## config.mk

```make
export PLATFORM = sky130hd
export DESIGN_NAME = fssd_front
export DESIGN_NICKNAME = d
export VERILOG_FILES = /design/src/design/fssd_pkg.sv /design/src/design/fssd_front.sv
export SDC_FILE = /design/constraint.sdc
export NUM_CORES = 1
export LEC_CHECK = 0
export BUFFER_PORTS_ARGS = -buffer_cell sky130_fd_sc_hd__clkbuf_2
export CAP_MARGIN = 20
export CELL_PAD_IN_SITES_DETAIL_PLACEMENT = 0
export CELL_PAD_IN_SITES_GLOBAL_PLACEMENT = 2
export CORE_ASPECT_RATIO = 2
export CORE_MARGIN = 2
export CORE_UTILIZATION = 40
export CTS_CLUSTER_DIAMETER = 150
export DETAILED_ROUTE_END_ITERATION = 12
export GPL_ROUTABILITY_DRIVEN = 0
export PLACE_DENSITY = 0.76
export SLEW_MARGIN = 20
export SYNTH_ARGS = -nofsm -noshare
export SYNTH_HDL_FRONTEND = slang
export SYNTH_SLANG_ARGS = --single-unit
```

## constraint.sdc

```tcl
create_clock -name clk -period 7.15 [get_ports clk]
set_input_delay 1.43 -clock clk [delete_from_list [all_inputs] [get_ports clk]]
set_output_delay 1.43 -clock clk [all_outputs]
set_load 0.02 [all_outputs]
```

## src/design/fssd_pkg.sv

```systemverilog
// Package: shared types and constants for the fair share slot dispatcher.
`default_nettype none
package fssd_pkg;
	localparam int MaxReq = 64;
	localparam int IdxW = $clog2(MaxReq);
	localparam int CntW = IdxW + 1;
	localparam logic ActLoad = 1'b0;
	localparam logic ActStart = 1'b1;

	typedef struct packed {
		logic        start;
		logic [15:0] id;
		logic [31:0] credit;
		logic [15:0] need;
		logic [15:0] free;
	} cmd_t;
endpackage
`default_nettype wire

```

## src/design/fssd_front.sv

```systemverilog
// Front end: accepts requests, computes need with a serial divider, queues commands.
`default_nettype none
module fssd_front (
	input  wire logic         clk,
	input  wire logic         arst_n,
	input  wire logic         in_valid,
	output logic              in_ready,
	input  wire logic         action,
	input  wire logic [15:0]  requester_id,
	input  wire logic [31:0]  cell_credit,
	input  wire logic [15:0]  slot_cap,
	input  wire logic [15:0]  free_slots,
	input  wire logic [15:0]  cps,
	output logic              q_valid,
	input  wire logic         q_ready,
	output fssd_pkg::cmd_t    q_cmd
);
	import fssd_pkg::*;

	localparam logic [1:0] QDepth = 2'd2;

	logic        busy_q;
	logic [5:0]  bit_q;
	logic [31:0] quo_q;
	logic [31:0] rem_q;
	logic [31:0] dvd_q;
	logic [15:0] id_q;
	logic [31:0] credit_q;
	logic [15:0] cap_q;
	logic        done_q;

	cmd_t        fifo_q [2];
	logic        wp_q, rp_q;
	logic [1:0]  cnt_q;
	logic        push;
	cmd_t        push_cmd;
	logic [32:0] trial;
	logic [15:0] need;
	logic [15:0] eff;

	// zero cells per slot counts as one
	assign eff = (cps == 16'd0) ? 16'd1 : cps;
	assign in_ready = !busy_q && !done_q && (cnt_q != QDepth);
	assign trial = {rem_q, dvd_q[31]} - {17'd0, eff};

	always_comb begin
		need = (quo_q > 32'd65535) ? 16'hFFFF : quo_q[15:0];
		if (need > cap_q) need = cap_q;
		push_cmd = '0;
		push = 1'b0;
		if (done_q) begin
			push = 1'b1;
			push_cmd.id = id_q;
			push_cmd.credit = credit_q;
			push_cmd.need = need;
		end else if (in_valid && in_ready && action == ActStart) begin
			push = 1'b1;
			push_cmd.start = 1'b1;
			push_cmd.free = free_slots;
		end
	end

	always_ff @(posedge clk or negedge arst_n) begin
		if (!arst_n) begin
			busy_q <= 1'b0;
			done_q <= 1'b0;
			bit_q <= '0;
			wp_q <= 1'b0;
			rp_q <= 1'b0;
			cnt_q <= '0;
		end else begin
			if (in_valid && in_ready && action == ActLoad) begin
				busy_q <= 1'b1;
				bit_q <= 6'd32;
			end else if (busy_q) begin
				bit_q <= bit_q - 6'd1;
				if (bit_q == 6'd1) begin
					busy_q <= 1'b0;
					done_q <= 1'b1;
				end
			end else if (done_q) begin
				done_q <= 1'b0;
			end
			if (push) wp_q <= !wp_q;
			if (q_valid && q_ready) rp_q <= !rp_q;
			cnt_q <= cnt_q + {1'b0, push} - {1'b0, q_valid && q_ready};
		end
	end

	always_ff @(posedge clk) begin
		if (in_valid && in_ready && action == ActLoad) begin
			id_q <= requester_id;
			credit_q <= cell_credit;
			cap_q <= slot_cap;
			dvd_q <= cell_credit;
			rem_q <= '0;
			quo_q <= '0;
		end else if (busy_q) begin
			dvd_q <= {dvd_q[30:0], 1'b0};
			if (!trial[32]) begin
				rem_q <= trial[31:0];
				quo_q <= {quo_q[30:0], 1'b1};
			end else begin
				rem_q <= {rem_q[30:0], dvd_q[31]};
				quo_q <= {quo_q[30:0], 1'b0};
			end
		end
		if (push) fifo_q[wp_q] <= push_cmd;
	end

	assign q_valid = cnt_q != 2'd0;
	assign q_cmd = fifo_q[rp_q];

	ap_noover: assert property (@(posedge clk) disable iff (!arst_n)
		push |-> (cnt_q != QDepth || (q_valid && q_ready))) else $error("queue overflow");
	ap_divlen: assert property (@(posedge clk) disable iff (!arst_n)
		(busy_q && bit_q == 6'd1) |=> done_q) else $error("divider did not finish");
	ap_noacc: assert property (@(posedge clk) disable iff (!arst_n)
		busy_q |-> !in_ready) else $error("accept while dividing");
endmodule
`default_nettype wire

```

==> out/results.txt <==
largest net degree at the start of global routing: 80
die area: 37900 µm²
post-synthesis mux area share: 7.11%
Met2 Wirelength: 18800 µm
top cell type's share of synthesized area: 53.3%
hold path startpoint: rem_q[2]$_SDFFE_PP0P_
global route overflow: 0
Syn Std Cell Area: 14500 µm²
die height: 273 µm
HPWL after detailed placement: 23300 µm
setup violators final: 0
compound-gate portion of the synthesized area: 8.63%
startpoint types: flop
vias: 9172
post_cts resized: 0
core box area: 35800 µm²
total wire length: 33200 µm
Worst Setup End Kind: flop
Lkg Pwr: 0.00663 µW
crit share post-route: 61.7%
r2r startpoint: quo_q[25]$_SDFFE_PP0P_
Final Hold Viols: 0
simple-gate share of the synthesized area: 12.4%
Vias/cell: 5.20
Primary FF master, synth: edfxtp_1
largest family of logic cells by synthesized area: simple AND/OR/NAND/NOR gates
clk sinks: 334
Power Dens Cells: 425 nW/µm²
total power: 7190 µW
layout cells sized above 1: 27.2%
first-pass GRT wire length: 51800 µm
Mapped Cells: 1121
Adder-Cell Fraction of Synth Area: 3.24%
#FFs+latches synth: 334
post-synthesis xor/xnor area fraction: 1.33%
number of global-route vias before repair: 9359
FFs w/ async S/R, synth: 3.59%
post-CTS setup buffer count: 0
first-iteration detailed-routing DRC count: 424
design area: 16900 µm²
Slew HR: 32.2%
Area contributors post-synth: edfxtp_1 53%, dfxtp_1 8.8%, mux2_2 6.3%
minimum clock period: 4.41 ns
Synth cell types: 65
status: finished, final reports clean
crit path kind: flop to flop
WHS: 0.494 ns
IO Pins: 184
worst slew pin tran: 1.02 ns
number of synthesized flops with an enable pin: 258
Layout area overhead: 16.5%
remaining antenna violation count: 0
DRT Pass-1 Iters: 4
Clock transition at path regs: 0.07 ns
setup TNS: 0 ns
Critical Path AT: 4.72 ns
Post-synth top cells: 258 x edfxtp_1, 144 x nand2_1, 81 x mux2_2
Ys Warns: 0
Max Buffers Root-to-Sink: 3
RSZ-0062 raised after global routing: false
Nets: 1427
die width: 139 µm
Peak VDD IR: 0.219 mV
Hold Crit Class: flop to flop
uppermost layer routed: met5
initial antenna violation count: 3
maximum fanout along the worst path: 17
Global Route Usage Sum: 17.3%
max-cap violations: 0
DR WL met3: 1370 µm
Worst Skew: 0.00878 ns
starting density of the core: 40.6%
Seq/Total Area, Yosys: 64.2%
Num CTS Buffers: 29
cell taking the most area after synthesis: edfxtp_1
WL met1: 12100 µm
Critical Path RT: 7.46 ns
Routed WL per cell: 18.8 µm
FP Rows: 98
Worst-Skew Late Latency: 0.56 ns
Hold Buf Count CTS: 0
TritonCTS clock tree: built
Critical path origin: quo_q[25]$_SDFFE_PP0P_
FMAX: 0.227 GHz
Root Driver: clkbuf_16
Remaining DRCs: 0
Avg Cell Area, Syn: 13.0 µm²
most numerous cell in the Yosys netlist: edfxtp_1
H-tree Lvls: 1
dpl cell area: 15900 µm²
PortBufs: 183
syn_nets: 1259
Max Slew Vio Count: 0
[state kept, by name, summed over array words and instances, names as in the netlist]
signal and count:
bit_q 6, busy_q 1, cap_q 16, cnt_q 2, credit_q 32, done_q 1, dvd_q 32, fifo_q 162
id_q 16, quo_q 32, rem_q 32, rp_q 1, wp_q 1
[power by group]
part / internal (µW) / switching, µW / total, µW
registers: 2700 / 341 / 3040
logic: 981 / 1460 / 2440
clock network: 1030 / 689 / 1710
[metrics by stage]
step,util [%],cells,worst slack [ns]
after floorplan,-,1121,1.12
after global placement,44.3,1708,2.47
after detailed placement,44.3,1708,2.40
after CTS,47.3,1762,2.63
after global routing,47.3,1763,2.35
final,47.3,1764,2.74
[cell families after synthesis]
kind of cell	Yosys count
flops	334
buf+inv	103
xor+xnor	22
mux	93
fa+ha+maj	37
simple gates	352
compound gates	180
[cell usage in the layout (no fill, tap or decap), drive strengths merged, types with 16 or more instances in the layout]
cell,count
and2,71
or2,18
nor2,31
a21oi,46
mux2,81
inv,43
o21ai,25
nor4,16
edfxtp,258
a22o,32
clkbuf,226
nand2,144
a311oi,16
dfxtp,64
ha,36
[final cells by class]
| cell class | count | area, µm² |
|---|---|---|
| Clock buffer | 43 | 872 |
| Tap cell | 450 | 563 |
| Antenna cell | 2 | 5.00 |
| Multi-Input combinational cell | 684 | 4780 |
| Sequential cell | 334 | 9340 |
| Inverter | 43 | 164 |
| Clock inverter | 11 | 183 |
| Timing Repair Buffer | 197 | 1020 |
| Fill cell | 3284 | 18900 |
[layer usage]
metal  vias up  global-route usage, %
li1       4479                      -
met1      4448                   18.3
met2       187                   34.7
met3        56                   2.69
met4         2                   5.56
met5         -                      0
[worst max-delay path, stage by stage, from the launching register on]
cell and delay [ns]:
dfxtp_1 0.32, nor4_1 0.36, nand4_1 0.49, or2_2 0.47, ha_1 0.31, nand4_1 0.15
nor4_1 0.48, o21ai_0 0.23, nand4_1 0.50, buf_4 0.31, a21oi_1 0.09, a311oi_1 0.45
[worst paths after layout]
check                      slack, ns  cells after the start                 endpoint
setup / recovery                2.74                     11  fifo_q[0][26]$_DFFE_PP_
hold / removal                  0.49                      2    rem_q[2]$_SDFFE_PP0P_
setup reg to reg                2.74                     11  fifo_q[0][26]$_DFFE_PP_
hold reg to reg                 0.49                      2    rem_q[2]$_SDFFE_PP0P_
max in group asynchronous       6.13                      1         rp_q$_DFFE_PN0P_
min in group asynchronous       0.75                      1       cnt_q[1]$_DFF_PN0_
(Power assumes the default switching activity.)
